## config.mk

```make
export PLATFORM = sky130hd
export DESIGN_NAME = gbep_lbuf
export DESIGN_NICKNAME = d
export VERILOG_FILES = /design/src/rtl/gbep_pkg.sv /design/src/rtl/gbep_lbuf.sv
export SDC_FILE = /design/constraint.sdc
export NUM_CORES = 2
export LEC_CHECK = 0
export BUFFER_PORTS_ARGS = -buffer_cell sky130_fd_sc_hd__buf_4
export CAP_MARGIN = 15
export CORE_MARGIN = 5
export CORE_UTILIZATION = 25
export CTS_BUF_LIST = sky130_fd_sc_hd__clkbuf_8
export CTS_CLUSTER_SIZE = 40
export DETAILED_ROUTE_END_ITERATION = 12
export MAX_ROUTING_LAYER = met4
export PLACE_DENSITY = 0.42
export REMOVE_ABC_BUFFERS = 1
export SLEW_MARGIN = 20
export SYNTH_ARGS = -nofsm -noshare
export SYNTH_HDL_FRONTEND = slang
export SYNTH_SLANG_ARGS = --single-unit
```

## constraint.sdc

```tcl
create_clock -name clk_i -period 3.75 [get_ports clk_i]
set_input_delay 0.1875 -clock clk_i [delete_from_list [all_inputs] [get_ports clk_i]]
set_output_delay 0.1875 -clock clk_i [all_outputs]
set_load 0.02 [all_outputs]
```

## src/rtl/gbep_pkg.sv

```systemverilog
// shared types, constants and modular add for the grid boundary exit path counter
package gbep_pkg;

  // width of one walk count and of the exit total
  localparam int DATA_W = 30;

  // counts are kept modulo this prime
  localparam logic [DATA_W-1:0] MODULUS = 30'd1000000007;

  // default grid and budget limits
  localparam int DEF_MAX_ROWS  = 64;
  localparam int DEF_MAX_COLS  = 64;
  localparam int DEF_MAX_MOVES = 64;

  // compare width wide enough for request fields and every legal limit
  localparam int CMP_W = 12;

  typedef logic [DATA_W-1:0] count_t;

  // per-cycle sweep flags from the sequencer to the datapath
  typedef struct packed {
    logic valid;    // a cell column is issued this cycle
    logic a_ok;     // issued column lies inside the grid
    logic b_ok;     // row below lies inside the grid
    logic up_ok;    // row above lies inside the grid
    logic left_ok;  // cell being finished has a left neighbor
    logic first;    // first move, counts come from the start cell
    logic hit_a;    // issued cell is the start cell
    logic hit_b;    // cell below the issued one is the start cell
    logic rsel;     // buffer that holds the current counts
  } issue_t;

  // a + b modulo MODULUS, both inputs already reduced
  function automatic count_t add_mod(count_t a, count_t b);
    logic [DATA_W:0] sum;
    sum = {1'b0, a} + {1'b0, b};
    if (sum >= {1'b0, MODULUS}) begin
      sum = sum - {1'b0, MODULUS};
    end
    return sum[DATA_W-1:0];
  endfunction

endpackage

```

## src/rtl/gbep_lbuf.sv

```systemverilog
// row line buffer: holds the previous row of counts for the up neighbor
module gbep_lbuf #(
  parameter int ADDR_W = 6
) (
  input  logic              clk_i,
  input  logic              we_i,
  input  logic [ADDR_W-1:0] waddr_i,
  input  gbep_pkg::count_t  wdata_i,
  input  logic [ADDR_W-1:0] raddr_i,
  output gbep_pkg::count_t  rdata_o
);

  gbep_pkg::count_t mem_q [2**ADDR_W];
  gbep_pkg::count_t rdata_q;

  // write port
  always_ff @(posedge clk_i) begin
    if (we_i) begin
      mem_q[waddr_i] <= wdata_i;
    end
  end

  // read port, registered
  always_ff @(posedge clk_i) begin
    rdata_q <= mem_q[raddr_i];
  end

  assign rdata_o = rdata_q;

endmodule

```

After elaboration in Yosys (flattened, before gate mapping)
Memory sizes are Yosys's and may differ from the RTL's. A register that Yosys moved wholly into a read port is not among the register bits.
Cells that the tools add are included.

storage, ports and cells
  memory bits (writable) = 1920
  memories kept = 1
  word-level logic and storage cells = 3
  output and inout bits = 30
  register bits after elaboration = 0

memory list
  memory  words  width  rd ports  clocked after Yosys merged registers in  wr ports  line             RTL
  mem_q   64     30     1         1                                        1         gbep_lbuf.sv:13  gbep_pkg::count_t mem_q [2**ADDR_W];

cells by class
  muxes and demuxes = 2

operators by type and width
  cell              count
  1-bit 2-to-1 mux  2

Depth between registers and ports, before layout
  depth in word-level cells = 2
  gate-level depth with buffers = 11

Least setup slack after synthesis
Ideal clock, no wire load.

  kind = input to register
  start point = in waddr_i[3]
  end point = mem mem_q[48][0] (netlist bit) (enable)
  path buffers = 1
  setup slack = 0.543 ns
  library setup time = 0.454 ns
  data required time = 3.296 ns
  cell stages on the path = 4
  data arrival time = 2.752 ns
  cell sequence = clkbuf_1 > nor2b_1 > nand4b_1 > nor3_1

RTL lines
  what         line             RTL
  from (decl)  gbep_lbuf.sv:7   input logic [ADDR_W-1:0] waddr_i,
  to (decl)    gbep_lbuf.sv:13

Straight into the memory's write port.

==> results_dict.tcl <==
set metrics [dict create \
    rows 199 \
    finalCritPeriodShare_pct 81.3 \
    synth-seq-area-share_pct 78.8 \
    min_from "we_i" \
    clock_skew_ns 0.0518 \
    vias_per_cell 4.53 \
    cellPowerDensity_mw_per_mm2 512 \
    die-area_mm2 0.307 \
    dp_hpwl_mm 131 \
    crit_chain "dlygate4sd3_1 > buf_4 > nor2b_1 > and2_1 > buf_4 > buf_4 > a22oi_1 > nand4_1 > nor2_1" \
    synth.avg_cell_area_um2 22.4 \
    clk_pin_slew_ns 0.06 \
    hold_buffers 37 \
    portBuffers 73 \
    crit_family "simple AND/OR/NAND/NOR gates" \
    start_kind "input pin" \
    slowest_delay_ns 0.65 \
    status "complete, no violations" \
    cts.htree.levels 5 \
    drc 0 \
    r2r_start "mem_q[3][11]$_DFFE_PP_" \
    ys.flop_type "edfxtp_1" \
    grt_setup_unrepaired "false" \
    setup_tns_ns 0 \
    placed_area_mm2 0.0812 \
    relSlewSlack_pct 27.8 \
    grt_pass1_vias 38500 \
    antenna_found_initial 19 \
    required_ns 4.54 \
    synth_seq_cells 1950 \
    max-vdd-ir-drop_v 0.000232 \
    crit_slowest_cell "a22oi_1" \
    crit_fanout 25 \
    slew_viol_final 0 \
    min_to "mem_q[63][19]$_DFFE_PP_" \
    cts_setup_buffers 0 \
    ys_async_sr_fraction_pct 0 \
    rrSetupSlack_ns 1.33 \
    hold_path.class "input pin to flop" \
    totalWireLength_mm 224 \
    io_pins 74 \
    critPathBufInv 4 \
    critical_path_cell_count 9 \
    die_w_um 554 \
    synth_edf_count 1920 \
    r2r-end "rdata_o[11]$_DFF_P_" \
    cp_common_cell "buf_4" \
    cts_buffer_depth 4 \
    nets 3865 \
    synth_cell_types 38 \
    cts_resized 0 \
    yosysWarnings 0 \
    grt_usage_pct 14.7 \
    place_congestion 0.740 \
    wl_per_cell_um 28.0 \
    dr.pass1.iters 5 \
    holdWs_ns 0.136 \
    clk_latency_ns 0.96 \
    worst_setup_path_end_kind "flop" \
    cts_buffers 347 \
    syn_to_final_growth_pct 18.8 \
    crit_type "input pin to flop" \
    fin_crit_ns 3.05 \
    hold_viol 0 \
    leakagePower_nw 27.8 \
    drtIter0Drc 2875 \
    worst_slew_pin_slew_ns 1.08 \
    max_cap_violations 0 \
    grt_first_pass_wirelength_mm 313 \
    max_freq_ghz 0.328 \
    core_mm2 0.294 \
    r2r_cells 5 \
    gr-total-overflow 0 \
    fin_util_pct 29.8 \
    setup_viol 0 \
    min_delay_path_depth 4 \
    grt_max_degree 65 \
    ant_nets 0 \
    die_y_um 554 \
    fin_area_mm2 0.0878 \
    via_count 36300 \
    cts_sinks 1950 \
    drive_gt1_share_pct 29.9 \
    start_util_pct 25.1 \
    synthCells 3309 \
    netlist_area_mm2 0.0740 \
    cts-root-buf "clkbuf_8" \
    crit_arrival_ns 3.84 \
    cts_tree "yes" \
]
## how the worst max path moves through the flow
| stage | slack (ns) | from | end |
|---|---|---|---|
| 6_report | 0.70 | raddr_i[3] | rdata_o[7]$_DFF_P_ |
| 5_1_grt | 0.69 | raddr_i[3] | rdata_o[7]$_DFF_P_ |
| 4_1_cts | 0.72 | raddr_i[3] | rdata_o[7]$_DFF_P_ |
| 3_5_place_dp | 0.28 | raddr_i[2] | rdata_o[7]$_DFF_P_ |
| 3_3_place_gp | 0.35 | raddr_i[0] | rdata_o[11]$_DFF_P_ |
| 2_1_floorplan | 0.70 | we_i | mem_q[48][0]$_DFFE_PP_ |
## per-layer routing
layer,track usage [%],vias to the layer above,wire (um)
li1,-,15100,-
met1,19.3,19900,98100
met2,24.2,978,111000
met3,2.26,295,10700
met4,3.27,0,4670
met5,-,-,0
## cells by family (layout without fill, tap and decap cells)
group | after synthesis | after routing | synth area share, %
flip-flops | 1950 | 1950 | 78.8
AO/OA/AOI/OAI | 258 | 258 | 2.57
other | 0 | 15 | 0
AND/OR/NAND/NOR | 281 | 281 | 1.86
buffers and inverters | 184 | 953 | 1.31
multiplexers | 636 | 636 | 15.5
## per-stage QoR
stage               power, W  instances  setup WS (ns)
finish                0.0450       8012          0.701
floorplan             0.0255       3126          0.695
CTS                   0.0457       7997          0.716
global placement      0.0273       7352          0.348
detailed placement    0.0273       7354          0.283
global route          0.0469       8007          0.687
## layout by cell type (no fill, tap or decap), drive strengths merged, types with 37 or more instances in the layout
cell type,count
nor2,120
edfxtp,1920
mux4,408
buf,309
clkinv,102
clkbuf,356
o22ai,42
mux2i,228
dlygate4sd3,37
inv,133
a22oi,111
## cell usage after synthesis, types with 3 or more instances
master,instances,area [um^2]
dfxtp_1,30,601
nor4_1,8,50.1
buf_1,7,26.3
a311oi_1,21,184
nand2b_1,8,50.1
mux4_2,408,9190
edfxtp_1,1920,57700
a22o_1,21,184
or3b_2,5,43.8
o22ai_1,42,263
o22a_1,6,52.6
or4_1,3,22.5
a21oi_1,3,15.0
buf_2,49,245
clkbuf_1,80,300
o311ai_1,6,52.6
buf_6,11,124
a21o_1,3,22.5
nand3b_1,6,45.0
mux2i_1,228,2280
nand4_1,23,144
and2_1,3,18.8
nor3_1,4,20.0
a22oi_1,111,833
nor2_1,119,447
a221oi_1,3,26.3
buf_4,36,270
nor2b_1,36,225
or3_1,3,18.8
o221ai_1,12,105
o41ai_1,3,26.3
o21ai_0,27,135
nand2_1,30,113
nand3_1,27,135
and3_1,4,25.0
## area by class of cell
cell class | instances | area (um^2)
fill | 28700 | 206000
sequential | 1950 | 58300
multi-input combinational | 1175 | 15300
tap | 3919 | 4900
clock buffer | 356 | 4900
timing repair buffer | 346 | 3110
clock inverter | 250 | 1310
antenna | 15 | 37.5
inverter | 1 | 3.75
## power by group
part	total, W	switching [W]	internal [W]
Sequential	0.0242	0.0000895	0.0241
Combinational	0.00252	0.00164	0.000886
Clock	0.0182	0.00878	0.00942
## tightest hold or removal path: cells and delay by family
kind / cells / cell delay (ns)
and+or+nand+nor: 2 / 0.24
buffers and inverters: 2 / 0.46
## state kept, by name (all words and copies together) (netlist names)
name	flops
mem_q	1920
rdata_o	30
Note: power is estimated with default switching activity, not from simulation.
