$ cat src/rtl/gbep_pkg.sv
// shared types, constants and modular add for the grid boundary exit path counter
package gbep_pkg;

  // width of one walk count and of the exit total
  localparam int DATA_W = 30;

  // counts are kept modulo this prime
  localparam logic [DATA_W-1:0] MODULUS = 30'd1000000007;

  // default grid and budget limits
  localparam int DEF_MAX_ROWS  = 64;
  localparam int DEF_MAX_COLS  = 64;
  localparam int DEF_MAX_MOVES = 64;

  // compare width wide enough for request fields and every legal limit
  localparam int CMP_W = 12;

  typedef logic [DATA_W-1:0] count_t;

  // per-cycle sweep flags from the sequencer to the datapath
  typedef struct packed {
    logic valid;    // a cell column is issued this cycle
    logic a_ok;     // issued column lies inside the grid
    logic b_ok;     // row below lies inside the grid
    logic up_ok;    // row above lies inside the grid
    logic left_ok;  // cell being finished has a left neighbor
    logic first;    // first move, counts come from the start cell
    logic hit_a;    // issued cell is the start cell
    logic hit_b;    // cell below the issued one is the start cell
    logic rsel;     // buffer that holds the current counts
  } issue_t;

  // a + b modulo MODULUS, both inputs already reduced
  function automatic count_t add_mod(count_t a, count_t b);
    logic [DATA_W:0] sum;
    sum = {1'b0, a} + {1'b0, b};
    if (sum >= {1'b0, MODULUS}) begin
      sum = sum - {1'b0, MODULUS};
    end
    return sum[DATA_W-1:0];
  endfunction

endpackage

$ cat src/rtl/gbep_seq.sv
// sweep sequencer: request intake, cell and move counters, result register
module gbep_seq #(
  parameter int MAX_ROWS  = gbep_pkg::DEF_MAX_ROWS,
  parameter int MAX_COLS  = gbep_pkg::DEF_MAX_COLS,
  parameter int MAX_MOVES = gbep_pkg::DEF_MAX_MOVES,
  localparam int RW = (MAX_ROWS > 1) ? $clog2(MAX_ROWS) : 1,
  localparam int CW = (MAX_COLS > 1) ? $clog2(MAX_COLS) : 1,
  localparam int SW = $clog2(MAX_COLS + 1)
) (
  input  logic               clk_i,
  input  logic               rst_ni,
  input  logic               in_valid_i,
  output logic               in_ready_o,
  input  logic [6:0]         grid_rows_i,
  input  logic [6:0]         grid_cols_i,
  input  logic [6:0]         move_budget_i,
  input  logic [5:0]         origin_row_i,
  input  logic [5:0]         origin_col_i,
  output logic               out_valid_o,
  input  logic               out_ready_i,
  output logic [29:0]        walk_total_o,
  output logic               bad_request_o,
  input  gbep_pkg::count_t   acc_i,
  output logic               acc_clr_o,
  output gbep_pkg::issue_t   issue_o,
  output logic [RW-1:0]      row_o,
  output logic [SW-1:0]      col_o,
  output logic [RW+CW-1:0]   raddr_a_o,
  output logic [RW+CW-1:0]   raddr_b_o,
  output logic [CW-1:0]      lbuf_raddr_o
);

  localparam int NW  = $clog2(MAX_ROWS + 1);
  localparam int MW  = $clog2(MAX_MOVES + 1);
  localparam int CMP = gbep_pkg::CMP_W;

  localparam logic [1:0] ST_IDLE  = 2'd0;
  localparam logic [1:0] ST_RUN   = 2'd1;
  localparam logic [1:0] ST_DRAIN = 2'd2;
  localparam logic [1:0] ST_DONE  = 2'd3;

  // last drain step, after which the last exit term has landed
  localparam logic [1:0] DRAIN_LAST = 2'd2;

  logic [1:0]    state_q, state_d;
  logic [NW-1:0] rows_q, rows_d;
  logic [SW-1:0] cols_q, cols_d;
  logic [MW-1:0] moves_q, moves_d;
  logic [RW-1:0] or_q, or_d;
  logic [CW-1:0] oc_q, oc_d;
  logic          bad_q, bad_d;
  logic [RW-1:0] r_q, r_d;
  logic [SW-1:0] s_q, s_d;
  logic [MW-1:0] m_q, m_d;
  logic          sel_q, sel_d;
  logic [1:0]    drain_q, drain_d;
  logic          out_vld_q, out_vld_d;
  logic [29:0]   total_q, total_d;
  logic          obad_q, obad_d;

  logic [CMP-1:0] rows_c;
  logic [CMP-1:0] cols_c;
  logic [CMP-1:0] moves_c;
  logic           req_bad;
  logic           accept;
  logic [NW-1:0]  r_next;
  logic           row_end;

  // saturate the request and check the grid size and start cell
  always_comb begin
    rows_c  = (CMP'(grid_rows_i) > CMP'(MAX_ROWS)) ? CMP'(MAX_ROWS) : CMP'(grid_rows_i);
    cols_c  = (CMP'(grid_cols_i) > CMP'(MAX_COLS)) ? CMP'(MAX_COLS) : CMP'(grid_cols_i);
    moves_c = (CMP'(move_budget_i) > CMP'(MAX_MOVES)) ? CMP'(MAX_MOVES)
                                                      : CMP'(move_budget_i);
    req_bad = (rows_c == '0) || (cols_c == '0) ||
              (CMP'(origin_row_i) >= rows_c) || (CMP'(origin_col_i) >= cols_c);
  end

  assign in_ready_o = (state_q == ST_IDLE);
  assign accept     = in_valid_i && in_ready_o;
  assign acc_clr_o  = accept;
  assign r_next     = NW'(r_q) + NW'(1);
  assign row_end    = (s_q == cols_q);

  // sweep addresses and flags for the cell column issued this cycle
  always_comb begin
    issue_o.valid   = (state_q == ST_RUN);
    issue_o.a_ok    = (s_q < cols_q);
    issue_o.b_ok    = (r_next < rows_q);
    issue_o.up_ok   = (r_q != '0);
    issue_o.left_ok = (s_q > SW'(1));
    issue_o.first   = (m_q == '0);
    issue_o.hit_a   = (r_q == or_q) && (s_q == SW'(oc_q));
    issue_o.hit_b   = (r_next == NW'(or_q)) && (s_q == SW'(oc_q));
    issue_o.rsel    = sel_q;
    row_o           = r_q;
    col_o           = s_q;
    raddr_a_o       = {r_q, s_q[CW-1:0]};
    raddr_b_o       = {r_next[RW-1:0], s_q[CW-1:0]};
    lbuf_raddr_o    = s_q[CW-1:0];
  end

  // control state machine
  always_comb begin
    state_d   = state_q;
    rows_d    = rows_q;
    cols_d    = cols_q;
    moves_d   = moves_q;
    or_d      = or_q;
    oc_d      = oc_q;
    bad_d     = bad_q;
    r_d       = r_q;
    s_d       = s_q;
    m_d       = m_q;
    sel_d     = sel_q;
    drain_d   = drain_q;
    out_vld_d = out_vld_q && !out_ready_i;
    total_d   = total_q;
    obad_d    = obad_q;
    case (state_q)
      ST_IDLE: begin
        if (accept) begin
          rows_d  = NW'(rows_c);
          cols_d  = SW'(cols_c);
          moves_d = MW'(moves_c);
          or_d    = RW'(origin_row_i);
          oc_d    = CW'(origin_col_i);
          bad_d   = req_bad;
          r_d     = '0;
          s_d     = '0;
          m_d     = '0;
          sel_d   = 1'b0;
          if (req_bad || (moves_c == '0)) begin
            state_d = ST_DONE;
          end else begin
            state_d = ST_RUN;
          end
        end
      end
      ST_RUN: begin
        if (row_end) begin
          s_d = '0;
          if (r_next == rows_q) begin
            drain_d = '0;
            state_d = ST_DRAIN;
          end else begin
            r_d = r_next[RW-1:0];
          end
        end else begin
          s_d = s_q + SW'(1);
        end
      end
      ST_DRAIN: begin
        drain_d = drain_q + 2'd1;
        if (drain_q == DRAIN_LAST) begin
          sel_d = !sel_q;
          m_d   = m_q + MW'(1);
          r_d   = '0;
          s_d   = '0;
          if (m_q + MW'(1) == moves_q) begin
            state_d = ST_DONE;
          end else begin
            state_d = ST_RUN;
          end
        end
      end
      ST_DONE: begin
        if (!out_vld_q || out_ready_i) begin
          out_vld_d = 1'b1;
          total_d   = bad_q ? '0 : acc_i;
          obad_d    = bad_q;
          state_d   = ST_IDLE;
        end
      end
      default: begin
        state_d = ST_IDLE;
      end
    endcase
  end

  // control registers
  always_ff @(posedge clk_i or negedge rst_ni) begin
    if (!rst_ni) begin
      state_q   <= ST_IDLE;
      r_q       <= '0;
      s_q       <= '0;
      m_q       <= '0;
      sel_q     <= 1'b0;
      drain_q   <= '0;
      out_vld_q <= 1'b0;
    end else begin
      state_q   <= state_d;
      r_q       <= r_d;
      s_q       <= s_d;
      m_q       <= m_d;
      sel_q     <= sel_d;
      drain_q   <= drain_d;
      out_vld_q <= out_vld_d;
    end
  end

  // request and result payload
  always_ff @(posedge clk_i) begin
    rows_q  <= rows_d;
    cols_q  <= cols_d;
    moves_q <= moves_d;
    or_q    <= or_d;
    oc_q    <= oc_d;
    bad_q   <= bad_d;
    total_q <= total_d;
    obad_q  <= obad_d;
  end

  assign out_valid_o   = out_vld_q;
  assign walk_total_o  = total_q;
  assign bad_request_o = obad_q;

`ifndef SYNTH
  // an accepted word always starts work
  a_accept_starts: assert property (@(posedge clk_i) disable iff (!rst_ni)
    accept |=> (state_q != ST_IDLE))
    else $error("accepted word did not leave idle");

  // the column counter never runs past the extra flush column
  a_col_bound: assert property (@(posedge clk_i) disable iff (!rst_ni)
    (state_q == ST_RUN) |-> (s_q <= cols_q))
    else $error("column counter beyond grid width");

  // buffers swap only at the end of a move or at request start
  a_swap_point: assert property (@(posedge clk_i) disable iff (!rst_ni)
    (sel_q != $past(sel_q)) |-> ($past(state_q) == ST_DRAIN || $past(state_q) == ST_IDLE))
    else $error("buffer swap outside a move boundary");

  // a rejected start cell never collects exits
  a_bad_zero: assert property (@(posedge clk_i) disable iff (!rst_ni)
    (state_q == ST_DONE && bad_q) |-> (acc_i == '0))
    else $error("exit total nonzero for a rejected request");
`endif

endmodule

$ cat config.mk
export PLATFORM = sky130hd
export DESIGN_NAME = gbep_seq
export DESIGN_NICKNAME = d
export VERILOG_FILES = /design/src/rtl/gbep_pkg.sv /design/src/rtl/gbep_seq.sv
export SDC_FILE = /design/constraint.sdc
export NUM_CORES = 1
export LEC_CHECK = 0
export BUFFER_PORTS_ARGS = -buffer_cell sky130_fd_sc_hd__buf_2
export CAP_MARGIN = 20
export CORE_AREA = 2 2 173 90
export DETAILED_ROUTE_END_ITERATION = 8
export DIE_AREA = 0 0 175 92
export PLACE_DENSITY = 0.69
export RECOVER_POWER = 25
export SYNTH_ARGS = -nofsm -noshare
export SYNTH_HDL_FRONTEND = slang
export SYNTH_SLANG_ARGS = --single-unit
$ cat constraint.sdc
create_clock -name clk_i -period 3.1 [get_ports clk_i]
set_clock_uncertainty 0.05 [all_clocks]
set_input_delay 0.465 -clock clk_i [delete_from_list [all_inputs] [get_ports clk_i]]
set_output_delay 0.465 -clock clk_i [all_outputs]
set_load 0.03 [all_outputs]
Word-level counts from Yosys, hierarchy flattened
Index checks and enable logic that the tools add are counted.
Cells by class
  equality and inequality tests: 16
  order comparisons: 8
  shifts and indexed selects: 0
  $mul: 0
  reductions and logical operators: 28
  $add $sub $neg: 4
  multiplexer cells: 30
  bitwise gates (word level): 0
  divide/modulo/power cells: 0
Operators by type and width (number)
  $mux 7: 7
  $logic_not 12->1: 3
  $mux 6: 4
  $eq 7x7->1: 3
  $gt 7x7->1 const B: 3
  $pmux 7 s3: 1
  $mux 2: 9
  $pmux 6 s3: 1
  $add 7x1->7 const B: 2
  $eq 7x6->1: 2
  $ge 6x7->1: 2
  $lt 7x7->1: 2
  $pmux 7 s2: 1
  $reduce_and 5->1: 2
  $reduce_and 3->1: 3
  $pmux 2 s4: 1
  $add 6x1->7 const B: 1
  $gt 7x1->1 const B: 1
  $logic_not 7->1: 1
  $eq 2x2->1 const B: 3
  $eq 6x6->1: 1
  $ne 2x1->1 const B: 3
  $ne 2x2->1 const B: 3
  $reduce_bool 6->1: 1
  other kinds (12): 26
Storage, ports and cells
  word-level logic and storage cells: 101
  latch bits: 0
  flip-flop bits (word level): 91
  output and inout bits: 86
  memories kept: 0
  memory bits (read-only): 0
  memory bits (writable): 0

Depth between registers and ports, before layout
Gate-level depths: netlist (run 1).
  word-level depth: 10
  gate-level depth with buffers: 10
  mapped depth without buffers: 9

Least setup slack after synthesis (run 1)
OpenSTA, ideal clock, no wires.
  path type: register to output
  from: register r_q[0], in the netlist row_o[0]
  to: output port issue_o[6] (netlist name)
  stages on the path, launching flop included: 10
  path slack: -0.276 ns
  arrival time: 2.861 ns
  cells stage by stage: dfrtp_1 ha_1 nand3_1 xnor2_1 ha_1 a21oi_1 nor2b_1 o21ai_0 o21ai_0 nor2_1
RTL lines
  start, declared: line gbep_seq.sv:52  | logic [RW-1:0] r_q, r_d;
  start signal, assigned: line gbep_seq.sv:193  | r_q <= r_d;
  end, declared: line gbep_seq.sv:25  | output gbep_pkg::issue_t issue_o,

==> flow_summary.toml, run 1 <==
[timing]
fmax_ghz = 0.330
hold_viol = 0
finalCritPeriodShare_pct = 97.7
slew_headroom_pct = 4.33
setup_slack_ns = 0.0709
slew_viol_final = 0
tightest_slew_ns = 1.44
setup_viol = 0
period_needed_ns = 3.03

[yosys]
syn_nets = 562
ys_seq_area_share_pct = 52.0
netlist_area_mm2 = 0.00500
synth_top_area_cell = "edfxtp_1"
synth_commonest_cells = "edfxtp_1 (65), nor2b_1 (46), inv_1 (37)"
ys_warn_count = 0
syn_inst = 462
synth_top_area_share_pct = 39.0
ys_seq_elements = 91
synth_area_per_cell_um2 = 10.8
async_reset_ff_share_pct = 28.6
synth_edf_count = 65
synth_most_common_cell = "edfxtp_1"
synth_cell_type_count = 46
synth_area_leaders = "edfxtp_1 (39%), dfrtp_1 (13%), ha_1 (8.3%)"
synth_ff_type = "edfxtp_1"

[drt]
viasPerCell = 4.72
wirelength_um = 12500
wl_per_cell_um = 15.6
dr_total_vias = 3791
first_iter_violations = 214
ant_nets = 0
route.detailed.drc = 0
drtPass1Iterations = 5

[placement]
port_buffers = 152
dp_cells = 781
dp_slack_ns = 0.235
place_area_mm2 = 0.00582
dp_hpwl_um = 9750
gp_congestion = 0.835

[clocking]
htreeDepth = 3
clk_pin_slew_ns = 0.07
cts_buffer_depth = 2
cts_num_sinks = 91
tritoncts = "yes"
root_buffer = "clkbuf_16"
insertion_delay_ns = 0.34
cts_buffers = 9

[layout]
final_area_mm2 = 0.00619
n_antenna_cell = 0
fin_nets = 694
drive_gt1_share_pct = 28.4
syn_to_final_growth_pct = 23.8
instances_no_fill = 803
fin_util_pct = 41.7

[grt]
track_usage_pct = 15.8
antenna_found_initial = 0
overflow = 0
grt_pass1_vias = 3669
grt_pass1_wl_um = 19300
grt_start_max_net_pins = 32

[die]
row_count = 32
coreArea_mm2 = 0.0149
die_w_um = 175
die_area_mm2 = 0.0161
die_h_um = 92
start_util_pct = 33.7
io_pins = 153

[critical_path]
worstRegToRegCells = 9
timing.rr.start = "row_o[1]"
cp_cell_sequence = "ha_4 -> nand3_1 -> xnor2_2 -> ha_1 -> a21oi_1 -> nor2b_1 -> o21ai_0 -> o21ai_0 -> nor2_1 -> buf_2"
cp_max_fo = 6
cpMostUsedCell = "o21ai_0"
cp_num_buf_inv = 1
timing_worst_setup_path_type = "register to primary output"
cp.required_ns = 2.58
crit_path_end_kind = "primary output"
reg2reg_slack_ns = 0.65
cp-start-kind = "register"
worstPathArrival_ns = 2.51
worst_r2r_endpoint = "row_o[5]"
crit_family = "adder cells"
cpPeakStageDelay_ns = 0.46
crit_slowest_cell = "dfrtp_2"

[power]
ir_worst_vdd_uv = 295
seq_power_share_pct = 39.2
p_int_uw = 2460
clkPwrFrac_pct = 30.8
p_leak_uw = 0.00274
powerDensity_mw_per_mm2 = 626
p_sw_share_pct = 36.5
p_sw_uw = 1410
power_frac_comb_pct = 30.0

[min_path]
hp-start = "origin_row_i[0]"
min_to = "or_q[0]"
min_path_type = "input pin to register"
min_path_cells = 1

[job]
drv_cap = 0

[run_status]
status = "finished, final reports clean"
[routing by layer]
layer | up-vias | GRT usage [%] | wire length [um]
li1 | 1856 | - | -
met1 | 1823 | 22.8 | 6220
met2 | 106 | 22.8 | 5480
met3 | 6 | 4.89 | 714
met4 | 0 | 4.44 | 85
met5 | - | 0 | 0
[cells in the final DEF, fill, tap and decap left out, types with 3 or more instances in the layout]
| cell type | count |
|---|---|
| or4_1 | 3 |
| o31ai_1 | 6 |
| ha_1 | 32 |
| buf_2 | 130 |
| a21oi_1 | 10 |
| clkbuf_1 | 22 |
| xor2_1 | 12 |
| nand3_1 | 11 |
| xnor2_1 | 16 |
| nor2_1 | 23 |
| nor3_1 | 4 |
| nand2_1 | 21 |
| nand2b_1 | 15 |
| a22o_1 | 5 |
| a21o_1 | 3 |
| nor2b_1 | 45 |
| dfrtp_1 | 23 |
| clkbuf_16 | 9 |
| a31oi_1 | 6 |
| nand4_1 | 5 |
| dfrtp_2 | 3 |
| edfxtp_1 | 65 |
| buf_4 | 12 |
| o21ai_0 | 29 |
| nor4_1 | 8 |
| inv_1 | 37 |
[power by group through the flow]
stage	Combinational, uW	Sequential (uW)	Clock (uW)
5_1_grt	1260	1530	1280
2_1_floorplan	819	1600	0
3_5_place_dp	1130	1540	0
3_3_place_gp	1100	1530	0
4_1_cts	1130	1520	1220
6_report	1160	1520	1190
[sequential cells by signal (all words and copies together), names as in the netlist, 2 cells and up]
signal        cells
or_q              6
m_q               7
rows_q            7
drain_q           2
row_o             6
cols_q            7
col_o             7
moves_q           7
walk_total_o     30
state_q           2
oc_q              6
[logic make-up after synthesis]
family | Yosys count | share of synthesized area, %
compound gates | 74 | 9.23
simple gates | 154 | 17.2
xor+xnor | 30 | 5.25
fa+ha+maj | 33 | 8.26
buf+inv | 80 | 8.06
flops | 91 | 52.0
[stage by stage]
| stage | hold WS (ns) | power (uW) | TNS [ns] |
|---|---|---|---|
| floorplan | 0.119 | 2420 | -0.101 |
| global placement | 0.433 | 2640 | 0 |
| detailed placement | 0.439 | 2670 | 0 |
| CTS | 0.0931 | 3870 | 0 |
| global route | 0.281 | 4070 | -0.0202 |
| finish | 0.281 | 3870 | 0 |
[how the worst max path moves through the flow]
stage | startpoint | endpoint | cells after the start
finish | row_o[1] | issue_o[6] | 10
global placement | row_o[0] | issue_o[6] | 10
CTS | row_o[0] | issue_o[6] | 10
detailed placement | row_o[0] | issue_o[6] | 10
floorplan | row_o[2] | issue_o[6] | 9
global route | row_o[1] | issue_o[6] | 10
[worst register-to-register path: stages, from the launching register on]
cell     delay (ns)
dfrtp_2        0.46
ha_4           0.19
nand3_1        0.18
xnor2_2        0.20
ha_1           0.33
nand4_1        0.14
o21ai_0        0.25
or3_1          0.21
inv_1          0.11
a22o_1         0.23
[area by class of cell]
| class | instances | area [um^2] |
|---|---|---|
| fill | 1427 | 8660 |
| inverter | 37 | 139 |
| clock inverter | 7 | 98.8 |
| clock buffer | 9 | 225 |
| timing repair buffer | 164 | 823 |
| tap | 204 | 255 |
| sequential | 91 | 2610 |
| multi-input combinational | 291 | 2040 |
[what timing repair did]
action / 4_1_cts / 5_1_grt
resized for setup: 4 / 4
setup endpoints to repair: 1 / 1
setup buffers: 1 / 5
pin swaps: 1 / 1
hold buffers: 0 / 0
gates cloned: 0 / 0
No activity file was read; power rests on OpenSTA's default activity.
==> run 2: changes to the inputs <==
==> constraint.sdc (replaced) <==
create_clock -name clk_i -period 2.8 [get_ports clk_i]
set_clock_uncertainty 0.05 [all_clocks]
set_input_delay 0.42 -clock clk_i [delete_from_list [all_inputs] [get_ports clk_i]]
set_output_delay 0.42 -clock clk_i [all_outputs]
set_load 0.03 [all_outputs]
==> run 2 against run 1 <==
Net effect: cell area up 3.0%; flip-flop and latch count is the same; register-to-register slack got worse by 0.23 ns; global-route usage up 0.31 points; via count up 0.24%; non-clock buffer count up 13; count of clock-buffer cells in the layout unchanged; routed wire length increased by 1.9%; power is 12% higher; sequential share of layout area down 1.2 points; combinational power is 23% higher; core utilization rose by 1.3 points.
==> flow_summary.toml, run 2 (synthesis results as in run 1) <==
[grt]
antenna_found_initial = 0
grt_start_max_net_pins = 32
grt_pass1_vias = 3616
grt_pass1_wl_um = 19800
track_usage_pct = 16.1
overflow = 0

[power]
p_sw_share_pct = 37.2
p_leak_uw = 0.00281
power_uw = 4320
power_frac_comb_pct = 33.2
p_int_uw = 2710
powerDensity_mw_per_mm2 = 677
ir_worst_vdd_uv = 307
clkPwrFrac_pct = 29.4
seq_power_share_pct = 37.5
p_sw_uw = 1610

[drt]
dr_total_vias = 3800
ant_nets = 0
viasPerCell = 4.66
wl_per_cell_um = 15.6
first_iter_violations = 276
drtPass1Iterations = 4
wirelength_um = 12700
route.detailed.drc = 0

[min_path]
min_path_type = "input pin to register"
min_to = "oc_q[0]"
hp-start = "origin_col_i[0]"
min_path_cells = 1

[critical_path]
worstPathArrival_ns = 2.25
reg2reg_slack_ns = 0.42
crit_path_end_kind = "primary output"
timing.rr.start = "row_o[0]"
cp-start-kind = "register"
worstRegToRegCells = 9
cp.required_ns = 2.33
timing_worst_setup_path_type = "register to primary output"
cp_max_fo = 6
worst_r2r_endpoint = "row_o[5]"

[placement]
port_buffers = 152
dp_hpwl_um = 9850
gp_congestion = 0.848
dp_cells = 789
dp_slack_ns = 0.152

[layout]
instances_no_fill = 816
layout_common_cells = "buf_2 (130), edfxtp_1 (65), nor2b_1 (45), inv_1 (37), ha_1 (30)"
fin_nets = 707
layout_commonest_cell = "buf_2"
largest_register_ff_count = 30
n_antenna_cell = 0
syn_to_final_growth_pct = 27.5
num-fill-cells = 1415
drive_gt1_share_pct = 31.7

[clocking]
htreeDepth = 3
cts_buffers = 9
cts_buffer_depth = 2
root_buffer = "clkbuf_16"
clk_pin_slew_ns = 0.07
tritoncts = "yes"
insertion_delay_ns = 0.34
ctsHoldBuffers = 0
cts_num_sinks = 91

[timing]
finalCritPeriodShare_pct = 97.2
period_needed_ns = 2.72
tightest_slew_ns = 1.43
setup_slack_ns = 0.0792
fmax_ghz = 0.368
slew_headroom_pct = 4.59
hold_viol = 0
setup_viol = 0
slew_viol_final = 0

[die]
io_pins = 153
start_util_pct = 33.7
coreArea_mm2 = 0.0149
die_h_um = 92
row_count = 32
die_area_mm2 = 0.0161
die_w_um = 175

[job]
drv_cap = 0

[run_status]
status = "finished, final reports clean"
-- run 2: power by group through the flow --
stage	Clock, uW	Combinational (uW)	Sequential, uW
floorplan	0	907	1780
global placement	0	1340	1640
detailed placement	0	1360	1650
CTS	1310	1410	1610
global route	1350	1560	1630
finish	1270	1430	1620
-- run 2: layout make-up --
class / instances / area, um^2 / area share, %
Clock buffer: 9 / 225 / 3.53
Clock inverter: 7 / 83.8 / 1.31
Inverter: 37 / 139 / 2.18
Multi-Input combinational cell: 291 / 2140 / 33.5
Sequential cell: 91 / 2610 / 40.9
Tap cell: 204 / 255 / 4.00
Timing Repair Buffer: 177 / 928 / 14.6
-- run 2: timing repair --
item,CTS,global route
setup endpoints to repair,1,1
pin swaps,2,2
gates resized for setup,7,8
setup buffers,6,5
-- run 2: critical path, stage by stage (launching register included) --
cell and delay (ns):
dfrtp_2 0.45, nand3_2 0.13, nor2_4 0.19, xor2_4 0.16, ha_1 0.25, nor2b_1 0.13, o21ai_0 0.13, o21ai_1 0.10
nor2_2 0.19, buf_6 0.16
-- run 2: worst max-delay path by stage --
stage	startpoint	endpoint	slack, ns	depth (start not counted)
2_1_floorplan	row_o[4]	issue_o[6]	-0.1	9
3_3_place_gp	row_o[0]	issue_o[6]	0.17	10
3_5_place_dp	row_o[0]	issue_o[6]	0.15	10
4_1_cts	row_o[0]	issue_o[6]	0.02	10
5_1_grt	row_o[0]	issue_o[6]	-0.02	9
6_report	row_o[0]	issue_o[6]	0.08	9
-- run 2: metal layers --
metal | part of all wire, % | GRT usage, % | routed length [um] | vias to the layer above
met4 | 1.2 | 4.93 | 147 | 0
li1 | - | - | - | 1890
met5 | 0 | 0 | 0 | -
met2 | 44 | 22.8 | 5670 | 96
met1 | 48 | 24.0 | 6170 | 1801
met3 | 5.9 | 4.23 | 746 | 13
-- run 2: per-stage QoR --
step | util, % | setup TNS (ns) | hold slack, ns | area, um^2
floorplan | - | -0.0971 | 0.0744 | 5070
global placement | 39.9 | 0 | 0.410 | 5930
detailed placement | 39.9 | 0 | 0.419 | 5930
CTS | 42.5 | 0 | 0.0458 | 6310
global route | 42.9 | -0.0162 | 0.202 | 6380
finish | 42.9 | 0 | 0.213 | 6380
