`config.mk`:
```
export PLATFORM = sky130hd
export DESIGN_NAME = gbep_dp
export DESIGN_NICKNAME = d
export VERILOG_FILES = /design/src/rtl/gbep_pkg.sv /design/src/rtl/gbep_dp.sv
export SDC_FILE = /design/constraint.sdc
export NUM_CORES = 1
export LEC_CHECK = 0
export BUFFER_PORTS_ARGS = -buffer_cell sky130_fd_sc_hd__buf_2
export CAP_MARGIN = 20
export CORE_MARGIN = 5
export CORE_UTILIZATION = 61
export DETAILED_ROUTE_END_ITERATION = 8
export GPL_TIMING_DRIVEN = 0
export PLACE_DENSITY = 0.83
export SLEW_MARGIN = 20
export SYNTH_ARGS = -nofsm -noshare
export SYNTH_HDL_FRONTEND = slang
export SYNTH_SLANG_ARGS = --single-unit
```
`constraint.sdc`:
```
create_clock -name clk_i -period 7.46 [get_ports clk_i]
set_input_delay 1.492 -clock clk_i [delete_from_list [all_inputs] [get_ports clk_i]]
set_output_delay 1.492 -clock clk_i [all_outputs]
set_load 0.02 [all_outputs]
```
`src/rtl/gbep_pkg.sv`:
```
// shared types, constants and modular add for the grid boundary exit path counter
package gbep_pkg;

  // width of one walk count and of the exit total
  localparam int DATA_W = 30;

  // counts are kept modulo this prime
  localparam logic [DATA_W-1:0] MODULUS = 30'd1000000007;

  // default grid and budget limits
  localparam int DEF_MAX_ROWS  = 64;
  localparam int DEF_MAX_COLS  = 64;
  localparam int DEF_MAX_MOVES = 64;

  // compare width wide enough for request fields and every legal limit
  localparam int CMP_W = 12;

  typedef logic [DATA_W-1:0] count_t;

  // per-cycle sweep flags from the sequencer to the datapath
  typedef struct packed {
    logic valid;    // a cell column is issued this cycle
    logic a_ok;     // issued column lies inside the grid
    logic b_ok;     // row below lies inside the grid
    logic up_ok;    // row above lies inside the grid
    logic left_ok;  // cell being finished has a left neighbor
    logic first;    // first move, counts come from the start cell
    logic hit_a;    // issued cell is the start cell
    logic hit_b;    // cell below the issued one is the start cell
    logic rsel;     // buffer that holds the current counts
  } issue_t;

  // a + b modulo MODULUS, both inputs already reduced
  function automatic count_t add_mod(count_t a, count_t b);
    logic [DATA_W:0] sum;
    sum = {1'b0, a} + {1'b0, b};
    if (sum >= {1'b0, MODULUS}) begin
      sum = sum - {1'b0, MODULUS};
    end
    return sum[DATA_W-1:0];
  endfunction

endpackage

```
`src/rtl/gbep_dp.sv`:
```
// cell datapath: neighbor gather, exit term and total accumulation
module gbep_dp #(
  parameter int MAX_ROWS = gbep_pkg::DEF_MAX_ROWS,
  parameter int MAX_COLS = gbep_pkg::DEF_MAX_COLS,
  localparam int RW = (MAX_ROWS > 1) ? $clog2(MAX_ROWS) : 1,
  localparam int CW = (MAX_COLS > 1) ? $clog2(MAX_COLS) : 1,
  localparam int SW = $clog2(MAX_COLS + 1)
) (
  input  logic                  clk_i,
  input  logic                  rst_ni,
  input  gbep_pkg::issue_t      issue_i,
  input  logic [RW-1:0]         row_i,
  input  logic [SW-1:0]         col_i,
  input  logic                  acc_clr_i,
  input  gbep_pkg::count_t      even_a_i,
  input  gbep_pkg::count_t      even_b_i,
  input  gbep_pkg::count_t      odd_a_i,
  input  gbep_pkg::count_t      odd_b_i,
  input  gbep_pkg::count_t      lbuf_rd_i,
  output logic                  lbuf_we_o,
  output logic [CW-1:0]         lbuf_waddr_o,
  output gbep_pkg::count_t      lbuf_wdata_o,
  output logic                  even_we_o,
  output logic                  odd_we_o,
  output logic [RW+CW-1:0]      ram_waddr_o,
  output gbep_pkg::count_t      ram_wdata_o,
  output gbep_pkg::count_t      acc_o
);

  localparam int AW = RW + CW;

  // read stage registers
  gbep_pkg::issue_t iss_q;
  logic [RW-1:0]    row_q;
  logic [SW-1:0]    col_q;

  // column shift taps
  gbep_pkg::count_t prv_c_q;
  gbep_pkg::count_t prv2_c_q;
  gbep_pkg::count_t prv_d_q;
  gbep_pkg::count_t prv_u_q;

  // gather stage
  gbep_pkg::count_t rd_a;
  gbep_pkg::count_t rd_b;
  gbep_pkg::count_t center_now;
  gbep_pkg::count_t down_now;
  gbep_pkg::count_t up_now;
  gbep_pkg::count_t left_v;
  gbep_pkg::count_t v2;
  gbep_pkg::count_t ta_d;
  gbep_pkg::count_t tb_d;
  logic [2:0]       sides;
  logic             cell_vld;

  logic             st2_vld_q;
  logic             st2_rsel_q;
  logic [AW-1:0]    st2_addr_q;
  gbep_pkg::count_t s1_q;
  gbep_pkg::count_t s2_q;
  gbep_pkg::count_t ta_q;
  gbep_pkg::count_t tb_q;

  logic             ex_vld_q;
  gbep_pkg::count_t ex_q;
  gbep_pkg::count_t acc_q;

  // read stage control
  always_ff @(posedge clk_i or negedge rst_ni) begin
    if (!rst_ni) begin
      iss_q <= '0;
    end else begin
      iss_q <= issue_i;
    end
  end

  always_ff @(posedge clk_i) begin
    row_q <= row_i;
    col_q <= col_i;
  end

  // pick the current buffer and mask reads outside the grid
  always_comb begin
    rd_a = iss_q.rsel ? odd_a_i : even_a_i;
    rd_b = iss_q.rsel ? odd_b_i : even_b_i;
    if (!iss_q.a_ok) begin
      center_now = '0;
    end else if (iss_q.first) begin
      center_now = gbep_pkg::count_t'(iss_q.hit_a);
    end else begin
      center_now = rd_a;
    end
    if (!iss_q.b_ok) begin
      down_now = '0;
    end else if (iss_q.first) begin
      down_now = gbep_pkg::count_t'(iss_q.hit_b);
    end else begin
      down_now = rd_b;
    end
    up_now = iss_q.up_ok ? lbuf_rd_i : '0;
  end

  // shift taps advance once per issued column
  always_ff @(posedge clk_i) begin
    if (iss_q.valid) begin
      prv2_c_q <= prv_c_q;
      prv_c_q  <= center_now;
      prv_d_q  <= down_now;
      prv_u_q  <= up_now;
    end
  end

  // line buffer keeps this row's counts for the next row
  assign lbuf_we_o    = iss_q.valid && iss_q.a_ok;
  assign lbuf_waddr_o = col_q[CW-1:0];
  assign lbuf_wdata_o = center_now;

  // exit term for the finished cell, split into two addends
  always_comb begin
    cell_vld = iss_q.valid && (col_q != '0);
    left_v   = iss_q.left_ok ? prv2_c_q : '0;
    sides    = 3'(!iss_q.up_ok) + 3'(!iss_q.b_ok) + 3'(!iss_q.left_ok) + 3'(!iss_q.a_ok);
    v2       = gbep_pkg::add_mod(prv_c_q, prv_c_q);
    if (sides >= 3'd2) begin
      ta_d = v2;
    end else if (sides == 3'd1) begin
      ta_d = prv_c_q;
    end else begin
      ta_d = '0;
    end
    if (sides == 3'd4) begin
      tb_d = v2;
    end else if (sides == 3'd3) begin
      tb_d = prv_c_q;
    end else begin
      tb_d = '0;
    end
  end

  // gather stage registers
  always_ff @(posedge clk_i or negedge rst_ni) begin
    if (!rst_ni) begin
      st2_vld_q <= 1'b0;
    end else begin
      st2_vld_q <= cell_vld;
    end
  end

  always_ff @(posedge clk_i) begin
    st2_rsel_q <= iss_q.rsel;
    st2_addr_q <= {row_q, CW'(col_q - SW'(1))};
    s1_q       <= gbep_pkg::add_mod(prv_u_q, prv_d_q);
    s2_q       <= gbep_pkg::add_mod(left_v, center_now);
    ta_q       <= ta_d;
    tb_q       <= tb_d;
  end

  // write the new count into the other buffer
  assign ram_wdata_o = gbep_pkg::add_mod(s1_q, s2_q);
  assign ram_waddr_o = st2_addr_q;
  assign even_we_o   = st2_vld_q && st2_rsel_q;
  assign odd_we_o    = st2_vld_q && !st2_rsel_q;

  // exit term stage
  always_ff @(posedge clk_i or negedge rst_ni) begin
    if (!rst_ni) begin
      ex_vld_q <= 1'b0;
    end else begin
      ex_vld_q <= st2_vld_q;
    end
  end

  always_ff @(posedge clk_i) begin
    ex_q <= gbep_pkg::add_mod(ta_q, tb_q);
  end

  // running exit total
  always_ff @(posedge clk_i or negedge rst_ni) begin
    if (!rst_ni) begin
      acc_q <= '0;
    end else if (acc_clr_i) begin
      acc_q <= '0;
    end else if (ex_vld_q) begin
      acc_q <= gbep_pkg::add_mod(acc_q, ex_q);
    end
  end

  assign acc_o = acc_q;

endmodule

```
# After elaboration in Yosys (flattened, before gate mapping)
# Index checks and enable logic that the tools add are counted.
totals:
  input_bits: 175
  ff_bits: 337
  output_inout_bits: 111
  wordCells: 83
classes:
  n_reduce_logical: 12
  bitwise: 1
  magnitude_cmp: 7
  n_addsub: 16
  n_mux: 18
  eq_ne: 3
op_table:
  columns: ["cell", "n"]
  rows:
  - ["$mux 30", 17]
  - ["$add 30x30->31", 6]
  - ["$ge 31x30->1 const B", 6]
  - ["$sub 30x30->30 const B", 6]
  - ["$reduce_bool 7->1", 1]
  - ["$sub 6x1->6 const B", 1]
  - ["$logic_not 1->1", 5]
  - ["$logic_and 1x1->1", 4]
  - ["$add 2x1->3", 1]
  - ["$add 3x1->3", 1]
  - ["$eq 3x1->1 const B", 1]
  - ["$eq 3x2->1 const B", 1]
  - ["$eq 3x3->1 const B", 1]
  - ["$ge 3x2->1 const B", 1]
  - ["$add 1x1->2", 1]
  - ["$reduce_bool 2->1", 1]
  - ["$reduce_or 2->1", 1]
  - ["$mux 1", 1]
  - ["$not 1->1", 1]

# Depth between registers and ports, before layout
# Gate-level depths: netlist of the first run.
logic_depth:
  ltp_word: 7
  depth_mapped: 20

# Worst setup path after synthesis of the first run
# No wires, ideal clock.
synth_timing:
  kind: "register -> output"
  start: "register s1_q[0]"
  end: "output ram_wdata_o[12]"
  required_ns: 5.968
  t_arrival_ns: 4.065
  stages_incl_launch_ff: 16
  setup_slack_ns: 1.903
  path_cell_list: "dfxtp_1 -> ha_1 -> inv_1 -> fa_1 -> and2b_1 -> o21ai_1 -> a2111o_1 -> a32oi_1 -> xor2_1 -> nor3_1 -> a2111o_1 -> a2111oi_2 -> nor3_2 -> buf_2 -> nor2_1 -> xor2_1"
synth_between:
  elab_chain_cells: 3
  word_cells_on_any_way: 4
  cone_classes: "add/sub (2); order compare (1); mux (1)"
synth_rtl:
  columns: ["element", "line_no", "source"]
  rows:
  - ["start, declared", "gbep_dp.sv:59", "gbep_pkg::count_t s1_q;"]
  - ["start signal, assigned", "gbep_dp.sv:152", "s1_q <= gbep_pkg::add_mod(prv_u_q, prv_d_q);"]
  - ["$add 30x30->31 *", "gbep_pkg.sv:36", "sum = {1'b0, a} + {1'b0, b};"]
  - ["$sub 30x30->30 or $ge 31x30->1 (tied branches)", "gbep_pkg.sv:38, gbep_pkg.sv:37", null]
  - ["$mux 30 *", "gbep_pkg.sv:37", "if (sum >= {1'b0, MODULUS}) begin"]
  - ["end, declared", "gbep_dp.sv:26", "output gbep_pkg::count_t ram_wdata_o,"]
# Mark *: on every way between the ends. The rest lies on a longest branch, timed or not.

# Final worst setup path of the first run
layout_timing:
  start: "register iss_q[0] in the netlist's numbering"
  end: "register s2_q[10]"
layout_between:
  elab_chain_cells: 6
  word_cells_on_any_way: 7
  cone_classes: "add/sub (2); order compare (1); mux (4)"
layout_rtl:
  columns: ["element", "line_no", "source"]
  rows:
  - ["start, declared", "gbep_dp.sv:33", "gbep_pkg::issue_t iss_q;"]
  - ["start signal, assigned", "gbep_dp.sv:73", "iss_q <= issue_i;"]
  - ["$mux 30 *", "gbep_dp.sv:84", "rd_a = iss_q.rsel ? odd_a_i : even_a_i;"]
  - ["$mux 30 *", "gbep_dp.sv:88", "end else if (iss_q.first) begin"]
  - ["$mux 30 *", "gbep_dp.sv:86", "if (!iss_q.a_ok) begin"]
  - ["$add 30x30->31 *", "gbep_pkg.sv:36", null]
  - ["$sub 30x30->30 or $ge 31x30->1 (tied branches)", "gbep_pkg.sv:38, gbep_pkg.sv:37", null]
  - ["$mux 30 *", "gbep_pkg.sv:37", null]
  - ["end signal, assigned", "gbep_dp.sv:153", "s2_q <= gbep_pkg::add_mod(left_v, center_now);"]
  - ["end, declared", "gbep_dp.sv:60", "gbep_pkg::count_t s2_q;"]
# Marked as above.
# A chain may end at the register's enable or synchronous reset.

==> results.md, run 1 <==
- Unrepaired setup endpoints after global routing: no
- Max-capacitance violation count: 0
- Post-route clock period utilization: 96.0%
- Start point of the worst min-delay path: row_q[1]
- Area leader, netlist: sky130_fd_sc_hd__edfxtp_1
- Largest buffer count on any clock path: 3
- Wire length reported by the detailed router: 85400 um
- Sw frac: 44.5%
- Global-route congestion overflow total: 0
- Critical path endpoint category: register
- Buffers added on ports: 284
- Number of placement rows: 75
- Hold-critical path endpoint: ram_waddr_o[7]
- Smallest setup slack after layout: 297 ps
- Final worst clock skew: 39.2 ps
- Register clock-pin slew on the reported worst setup and hold paths: 60 ps
- Internal power contribution: 4830 uW
- Most common cell in the netlist: sky130_fd_sc_hd__nor2_1
- Detailed-route vias per instance: 6.59
- Net count, final: 3730
- First-pass iteration count of the detailed router: 5
- X dimension of the die: 216 um
- Clock latency on the worst-skew pair: 590 ps
- Antenna violations before repair: 1
- Critical Path RT: 7910 ps
- Die height: 216 um
- Share of cells above drive strength 1: 13.9%
- Wire length on met1: 36600 um
- Post-synth design cell area: 26000 um2
- Filler instances: 3295
- Synth async-reset ratio: 12.2%
- Highest metal layer with signal wires: met4
- Wire length on met2: 36900 um
- Syn Nets: 3403
- Least-Margin Pin Slew: 1130 ps
- Number of inserted diodes: 0
- Pin count of the biggest net entering global routing: 66
- Synth-to-layout area growth: 13.5%
- Starting Density: 61.8%
- Cells on Worst Hold Path: 0
- Setup slack at placement: 196 ps
- Static leakage power: 0.0126 uW
- ANT nets after route: 0
- Mean instance size in the synthesized netlist: 8.48 um2
- Count of final setup violators: 0
- Count of state elements after synthesis: 337
- Synthesized instance count: 3061
- Number of buffers created by CTS: 39
- Pins Over Slew Limit: 0
- Minimum setup slack among reg-to-reg paths: 300 ps
- Hold Vio Cnt, Final: 0
- Clk root buf: sky130_fd_sc_hd__clkbuf_16
- GP Congestion: 0.980
- Proportion of power drawn by the clock network: 23.1%
- Critical R2R Capture: s2_q[10]
- Hold Crit Class: register to register
- Proportion of synthesized chip area in sequential cells: 31.4%
- Depth of the CTS H-tree: 2
- Routed wire length on met3: 8600 um
- DR iter-0 viols: 3074
- Number of enable flip-flop cells after synthesis: 120
- CP arrival: 7610 ps
- Share of the synthesized area in the top cell type: 13.9%
- DRC viols: 0
- Achievable Freq: 0.140 GHz
- Post-layout min period: 7160 ps
- Standard cell core area: 42000 um2
- Post-detailed-route wirelength per cell: 21.6 um
- Global-route wire length before repair: 133000 um
- Cell area power density: 296 nW/um2
- Half-perimeter wire length of the detailed placement result: 67200 um
- Total vias in the final route: 26100
- Sinks on Clock Net: 337
- Clock tree from TritonCTS: built
- Floorplan die area: 46800 um2
- Crit path max fanout: 10
- R2R Path Start: iss_q[0]
- Class of the most critical setup path: register to register
- Yosys warnings: 0
- Cell types with the largest area share after synthesis: sky130_fd_sc_hd__edfxtp_1, sky130_fd_sc_hd__dfxtp_1, sky130_fd_sc_hd__ha_1
- Result of the run: complete, no violations
- Most frequent cells after synthesis: sky130_fd_sc_hd__nor2_1, sky130_fd_sc_hd__nand2_1, sky130_fd_sc_hd__a21oi_1
- Vias in the first global route: 24500
- R2R depth: 19
- Combined global-route utilization of all metal layers: 34.9%
- Peak VDD IR: 0.508 mV
- Slew headroom: 24.3%
- Total negative setup slack: 0 ps
- Kind of start point of the critical path: register
- Ports placed on the boundary: 286
- Power share of the sequential group: 26.8%
- Switching power: 3870 uW
- Prevailing post-synth register cell: sky130_fd_sc_hd__dfxtp_1
- Portion of total power attributed to combinational logic: 50.1%
- Count of different cell masters after synthesis: 108
[timing repair]
| action | 4_1_cts | 5_1_grt |
|---|---|---|
| hold buffers | 0 | 0 |
| buffers inserted | 0 | 0 |
| hold endpoints to repair | 0 | 0 |
| gates resized for setup | 0 | 4 |
| endpoints found under the setup margin | 0 | 26 |
[per-stage QoR]
stage,instance area [um2],hold slack [ps],total power [uW],instances,util (%)
global route,29500,338,9200,3957,70.1
floorplan,26000,310,5400,3061,-
CTS,29500,336,8620,3957,70.1
finish,29500,334,8710,3957,70.1
detailed placement,28100,314,6600,3886,66.9
global placement,28100,310,6490,3884,66.7
[how the worst max path moves through the flow]
stage | slack (ps) | from | endpoint | cells past startpoint
after floorplan | 1900 | s1_q[0] | ram_wdata_o[12] | 15
final | 300 | iss_q[0] | s2_q[10] | 19
after CTS | 120 | iss_q[0] | s2_q[2] | 18
after detailed placement | 200 | iss_q[0] | s2_q[2] | 18
after global placement | -140 | iss_q[0] | s2_q[2] | 18
after global routing | 70 | iss_q[0] | s2_q[10] | 19
[cells by family (layout without fill, tap and decap cells)]
| logic type | Yosys count | after routing | synth area share (%) |
|---|---|---|---|
| and+or+nand+nor | 1103 | 1103 | 21.5 |
| AOI/OAI and AO/OA | 940 | 940 | 25.1 |
| DFF | 337 | 337 | 31.4 |
| buffers and inverters | 229 | 586 | 3.61 |
| xor gates and xnor gates | 197 | 197 | 6.65 |
| adders and majority gates | 167 | 167 | 8.22 |
| muxes | 88 | 88 | 3.50 |
[registers in the layout (all words and copies together) (netlist names)]
register,flops
acc_o,30
ex_q,30
prv2_c_q,30
prv_c_q,30
prv_d_q,30
prv_u_q,30
s1_q,30
s2_q,30
ta_q,30
tb_q,30
ram_waddr_o,12
iss_q,9
col_q,7
row_q,6
ex_vld_q,1
st2_rsel_q,1
st2_vld_q,1
[layout make-up]
class | instances | area, um2 | share of cell area (%)
multi-input combinational | 2495 | 16900 | 57.3
sequential | 337 | 8160 | 27.7
timing repair buffer | 286 | 1480 | 5.02
clock buffer | 45 | 1070 | 3.63
tap | 539 | 674 | 2.29
buffer | 147 | 633 | 2.15
inverter | 82 | 308 | 1.04
clock inverter | 26 | 275 | 0.934
[power groups by stage]
stage | registers, uW | logic, uW | clock network (uW)
floorplan | 2360 | 3050 | 0
global placement | 2370 | 4120 | 0
detailed placement | 2360 | 4240 | 0
CTS | 2330 | 4270 | 2020
global route | 2350 | 4740 | 2100
finish | 2340 | 4360 | 2010
[metal layers]
layer	vias to the layer above	GRT usage, %
met5	-	0
met4	0	12.8
met3	235	6.74
met1	12400	49.1
met2	1384	54.0
li1	12100	-
[layout by cell type, fill, tap and decap left out, types with 43 or more instances in the layout]
cell                         n
sky130_fd_sc_hd__a211oi_1   50
sky130_fd_sc_hd__a21o_1     81
sky130_fd_sc_hd__a21oi_1   198
sky130_fd_sc_hd__and2_1     98
sky130_fd_sc_hd__and3_1     43
sky130_fd_sc_hd__buf_2     314
sky130_fd_sc_hd__clkbuf_1  102
sky130_fd_sc_hd__dfxtp_1   176
sky130_fd_sc_hd__edfxtp_1  120
sky130_fd_sc_hd__ha_1      161
sky130_fd_sc_hd__inv_1      83
sky130_fd_sc_hd__mux2i_1    75
sky130_fd_sc_hd__nand2_1   243
sky130_fd_sc_hd__nand3_1    76
sky130_fd_sc_hd__nor2_1    291
sky130_fd_sc_hd__nor3_1     85
sky130_fd_sc_hd__o21ai_0   188
sky130_fd_sc_hd__xnor2_1   117
sky130_fd_sc_hd__xor2_1     80
[worst max-delay path, cell delays in order, from the launching register on]
cell and delay, ps:
sky130_fd_sc_hd__dfrtp_1 340, sky130_fd_sc_hd__clkbuf_1 370, sky130_fd_sc_hd__clkbuf_2 450, sky130_fd_sc_hd__buf_1 590
sky130_fd_sc_hd__mux2i_1 160, sky130_fd_sc_hd__nor2_1 450, sky130_fd_sc_hd__ha_1 330, sky130_fd_sc_hd__clkbuf_1 210
sky130_fd_sc_hd__a21o_1 240, sky130_fd_sc_hd__a2111oi_0 430, sky130_fd_sc_hd__a32oi_1 250, sky130_fd_sc_hd__and2_1 220
sky130_fd_sc_hd__o31ai_1 560, sky130_fd_sc_hd__a21o_1 340, sky130_fd_sc_hd__o21ai_1 100, sky130_fd_sc_hd__a21oi_1 270
sky130_fd_sc_hd__xor2_1 830, sky130_fd_sc_hd__buf_2 410, sky130_fd_sc_hd__nor3_1 110, sky130_fd_sc_hd__a311oi_2 340
Note: power is estimated with default switching activity, not from simulation.
==> run 2, diff against run 1 <==
--- a/config.mk
+++ b/config.mk
@@ -5,13 +5,13 @@
 export SDC_FILE = /design/constraint.sdc
 export NUM_CORES = 1
 export LEC_CHECK = 0
-export BUFFER_PORTS_ARGS = -buffer_cell sky130_fd_sc_hd__buf_2
 export CAP_MARGIN = 20
 export CORE_MARGIN = 5
-export CORE_UTILIZATION = 61
+export CORE_UTILIZATION = 25
 export DETAILED_ROUTE_END_ITERATION = 8
+export DONT_BUFFER_PORTS = 1
 export GPL_TIMING_DRIVEN = 0
-export PLACE_DENSITY = 0.83
+export MAX_ROUTING_LAYER = met4
 export SLEW_MARGIN = 20
 export SYNTH_ARGS = -nofsm -noshare
 export SYNTH_HDL_FRONTEND = slang
==> run 2 against run 1 <==
  * Cell count rose by 14%
  * Total power decreased by 1.9%
  * Global-route usage shrank 21 points
  * Worst hold slack lost 8.9 ps
  * Wire length is 4.5% lower
  * Via count shrank 11%
  * Clock power up 3%
  * Maximum frequency up 1.0%
  * Largest power group unchanged
==> results.md, run 2 (synthesis results as in run 1) <==
- Half-perimeter wire length of the detailed placement result: 65900 um (-2.0%)
- Crit path max fanout: 10 (unchanged)
- Achievable Freq: 0.141 GHz (+1.0%)
- Hold Crit Class: register to register
- Cells on Worst Hold Path: 0 (unchanged)
- Static leakage power: 0.0115 uW (-8.9%)
- Depth of the CTS H-tree: 2 (unchanged)
- Hold-critical path endpoint: ram_waddr_o[7]
- DR iter-0 viols: 1627 (-47%)
- Global Route met1 Usage: 18.8% (-30 points)
- R2R Path Start: iss_q[0]
- CP Cell Sequence: ha_1 > inv_1 > fa_1 > and2b_1 > o21ai_1 > a2111o_1 > nand3_1 > a21oi_1 > nand2b_1 > a311oi_1 > nor4_1 > nor3_2 > buf_2 > nor2_1 > xnor2_1
- Detailed-route vias per instance: 5.15 (-22%)
- Commonest cells after routing, fill and taps aside: sky130_fd_sc_hd__nor2_1, sky130_fd_sc_hd__nand2_1, sky130_fd_sc_hd__a21oi_1, sky130_fd_sc_hd__o21ai_0, sky130_fd_sc_hd__dfxtp_1
- Unrepaired setup endpoints after global routing: no
- Clock latency on the worst-skew pair: 600 ps (about the same)
- Sinks on Clock Net: 337 (unchanged)
- Slew headroom: 24.6% (+0.37 points)
- CP arrival: 5600 ps (-2010 ps)
- Count of final setup violators: 0 (unchanged)
- Smallest setup slack after layout: 370 ps (+73.4 ps)
- Antenna violations before repair: 5 (+4)
- Global routing usage on met2: 22.5% (-32 points)
- Start point of the worst min-delay path: row_q[1]
- Final core occ: 28.3% (-42 points)
- X dimension of the die: 332 um (+54%)
- First-pass iteration count of the detailed router: 8 (+3)
- Number of standard cells in the final layout excluding fillers: 4522 (+14%)
- Maximum cell stage delay along the critical path: 810 ps (-20 ps)
- Share of cells above drive strength 1: 6.50% (-7.4 points)
- Floorplan die area: 110000 um2 (+140%)
- Global-route wire length before repair: 124000 um (-6.6%)
- Hold Vio Cnt, Final: 0 (unchanged)
- Setup bufs post-CTS: 0 (unchanged)
- Slowest stage cell on the critical path: sky130_fd_sc_hd__a311oi_1
- Kind of start point of the critical path: register
- Post-layout min period: 7090 ps (-73.4 ps)
- Starting Density: 25.1% (-37 points)
- GP Congestion: 0.916 (-6.5%)
- Placed insts: 4443 (+14%)
- Max-capacitance violation count: 0 (unchanged)
- Pins Over Slew Limit: 0 (unchanged)
- Wire length reported by the detailed router: 81500 um (-4.5%)
- Buffers added on ports: 0 (-100%)
- Leading cell type in the layout, fill and taps excluded: sky130_fd_sc_hd__nor2_1
- Clock tree from TritonCTS: built
- Pin count of the biggest net entering global routing: 60 (-9.1%)
- Met3 Track Usage GR: 2.68% (-4.1 points)
- DRC viols: 0 (unchanged)
- Number of buffers created by CTS: 41 (+5.1%)
- Total negative setup slack: 0 ps (unchanged)
- Result of the run: complete, no violations
- Synth-to-layout area growth: 12.5%
- Register clock-pin slew on the reported worst setup and hold paths: 60 ps (about the same)
- Critical path endpoint category: output port
- Vias in the first global route: 21400 (-13%)
- Post-route clock period utilization: 95.0% (-0.98 points)
- Die height: 332 um (+54%)
- Minimum setup slack among reg-to-reg paths: 440 ps (+140 ps)
- Combined global-route utilization of all metal layers: 14.3% (-21 points)
- ANT nets after route: 0 (unchanged)
- Setup slack at placement: -246 ps (-442 ps)
- Final worst clock skew: 32.4 ps (-6.72 ps)
- Global-route congestion overflow total: 0 (unchanged)
- Number of placement rows: 118 (+57%)
- Post-detailed-route wirelength per cell: 18.0 um (-16%)
- Ports placed on the boundary: 286 (unchanged)
- Cell area power density: 293 nW/um2 (-1.0%)
- GRT Max-Usage Layer: met2
- Total vias in the final route: 23300 (-11%)
- Net count, final: 3448 (-7.6%)
- Standard cell core area: 103000 um2 (+150%)
- Least-Margin Pin Slew: 1100 ps (-26.3 ps)
- CTS hold repair buffers: 0 (unchanged)
- Critical Path RT: 5970 ps (-1940 ps)
- Critical R2R Capture: s2_q[17]
- Peak VDD IR: 0.203 mV (-60%)
- Clk root buf: sky130_fd_sc_hd__clkbuf_16
- Largest buffer count on any clock path: 3 (unchanged)
- Class of the most critical setup path: register to output port
- R2R depth: 19 (unchanged)
run 2: changes by cell type in the layout (fill, tap and decap cells not counted), moves of 2 or more:
cell / before / now
sky130_fd_sc_hd__inv_4: 0 / 2
sky130_fd_sc_hd__clkbuf_2: 1 / 3
sky130_fd_sc_hd__bufinv_16: 3 / 1
sky130_fd_sc_hd__diode_2: 0 / 3
sky130_fd_sc_hd__buf_1: 5 / 3
sky130_fd_sc_hd__xor2_1: 80 / 78
sky130_fd_sc_hd__clkinv_1: 2 / 0
sky130_fd_sc_hd__buf_2: 314 / 31
sky130_fd_sc_hd__clkbuf_16: 41 / 45
sky130_fd_sc_hd__xor2_2: 0 / 2
run 2: worst max-delay path by stage:
stage	start	depth (start not counted)	end	slack [ps]
6_report	s2_q[0]	15	ram_wdata_o[23]	370
5_1_grt	s2_q[0]	15	ram_wdata_o[23]	20
4_1_cts	iss_q[0]	18	s2_q[15]	100
3_5_place_dp	iss_q[0]	18	s2_q[17]	-250
3_3_place_gp	iss_q[0]	18	s2_q[16]	-240
2_1_floorplan	s1_q[0]	15	ram_wdata_o[12]	1900
run 2: critical path, delay by kind of cell (launching register included):
| kind | cells | cell delay [ps] |
|---|---|---|
| DFF | 1 | 380 |
| AOI/OAI and AO/OA | 4 | 1560 |
| xor gates and xnor gates | 1 | 610 |
| adders and majority gates | 2 | 620 |
| buffers and inverters | 2 | 410 |
| and+or+nand+nor | 6 | 1420 |
run 2: layout make-up:
class | instances | area [um2]
fill | 11100 | 74100
tap | 1380 | 1730
buffer | 147 | 638
clock buffer | 50 | 1170
clock inverter | 26 | 253
sequential | 337 | 8160
inverter | 82 | 308
multi-input combinational | 2495 | 16900
timing repair buffer | 2 | 55.1
antenna | 3 | 7.51
run 2: through the flow:
| stage | hold WS [ps] | total power, uW | cell area [um2] |
|---|---|---|---|
| 5_1_grt | 344 | 9120 | 29200 |
| 6_report | 325 | 8550 | 29200 |
| 3_3_place_gp | 310 | 6430 | 27700 |
| 2_1_floorplan | 310 | 5400 | 26000 |
| 3_5_place_dp | 318 | 6460 | 27700 |
| 4_1_cts | 328 | 8590 | 29200 |
run 2: timing repair:
item / 4_1_cts / 5_1_grt
endpoints found under the hold margin: 0 / 0
gates resized for setup: 2 / 8
endpoints found under the setup margin: 25 / 19
run 2: report_power, final:
group | leakage [uW] | internal [uW] | switching [uW]
Sequential | 0.00326 | 2150 | 273
Combinational | 0.00755 | 1340 | 2710
Clock | 0.000705 | 1190 | 881
Total | 0.0115 | 4680 | 3870
run 2: per-layer routing:
metal / vias to the layer above / wire, um
met4: 0 / 2100
li1: 11600 / -
met5: - / 0
met1: 10900 / 37600
met3: 115 / 5160
met2: 741 / 36700
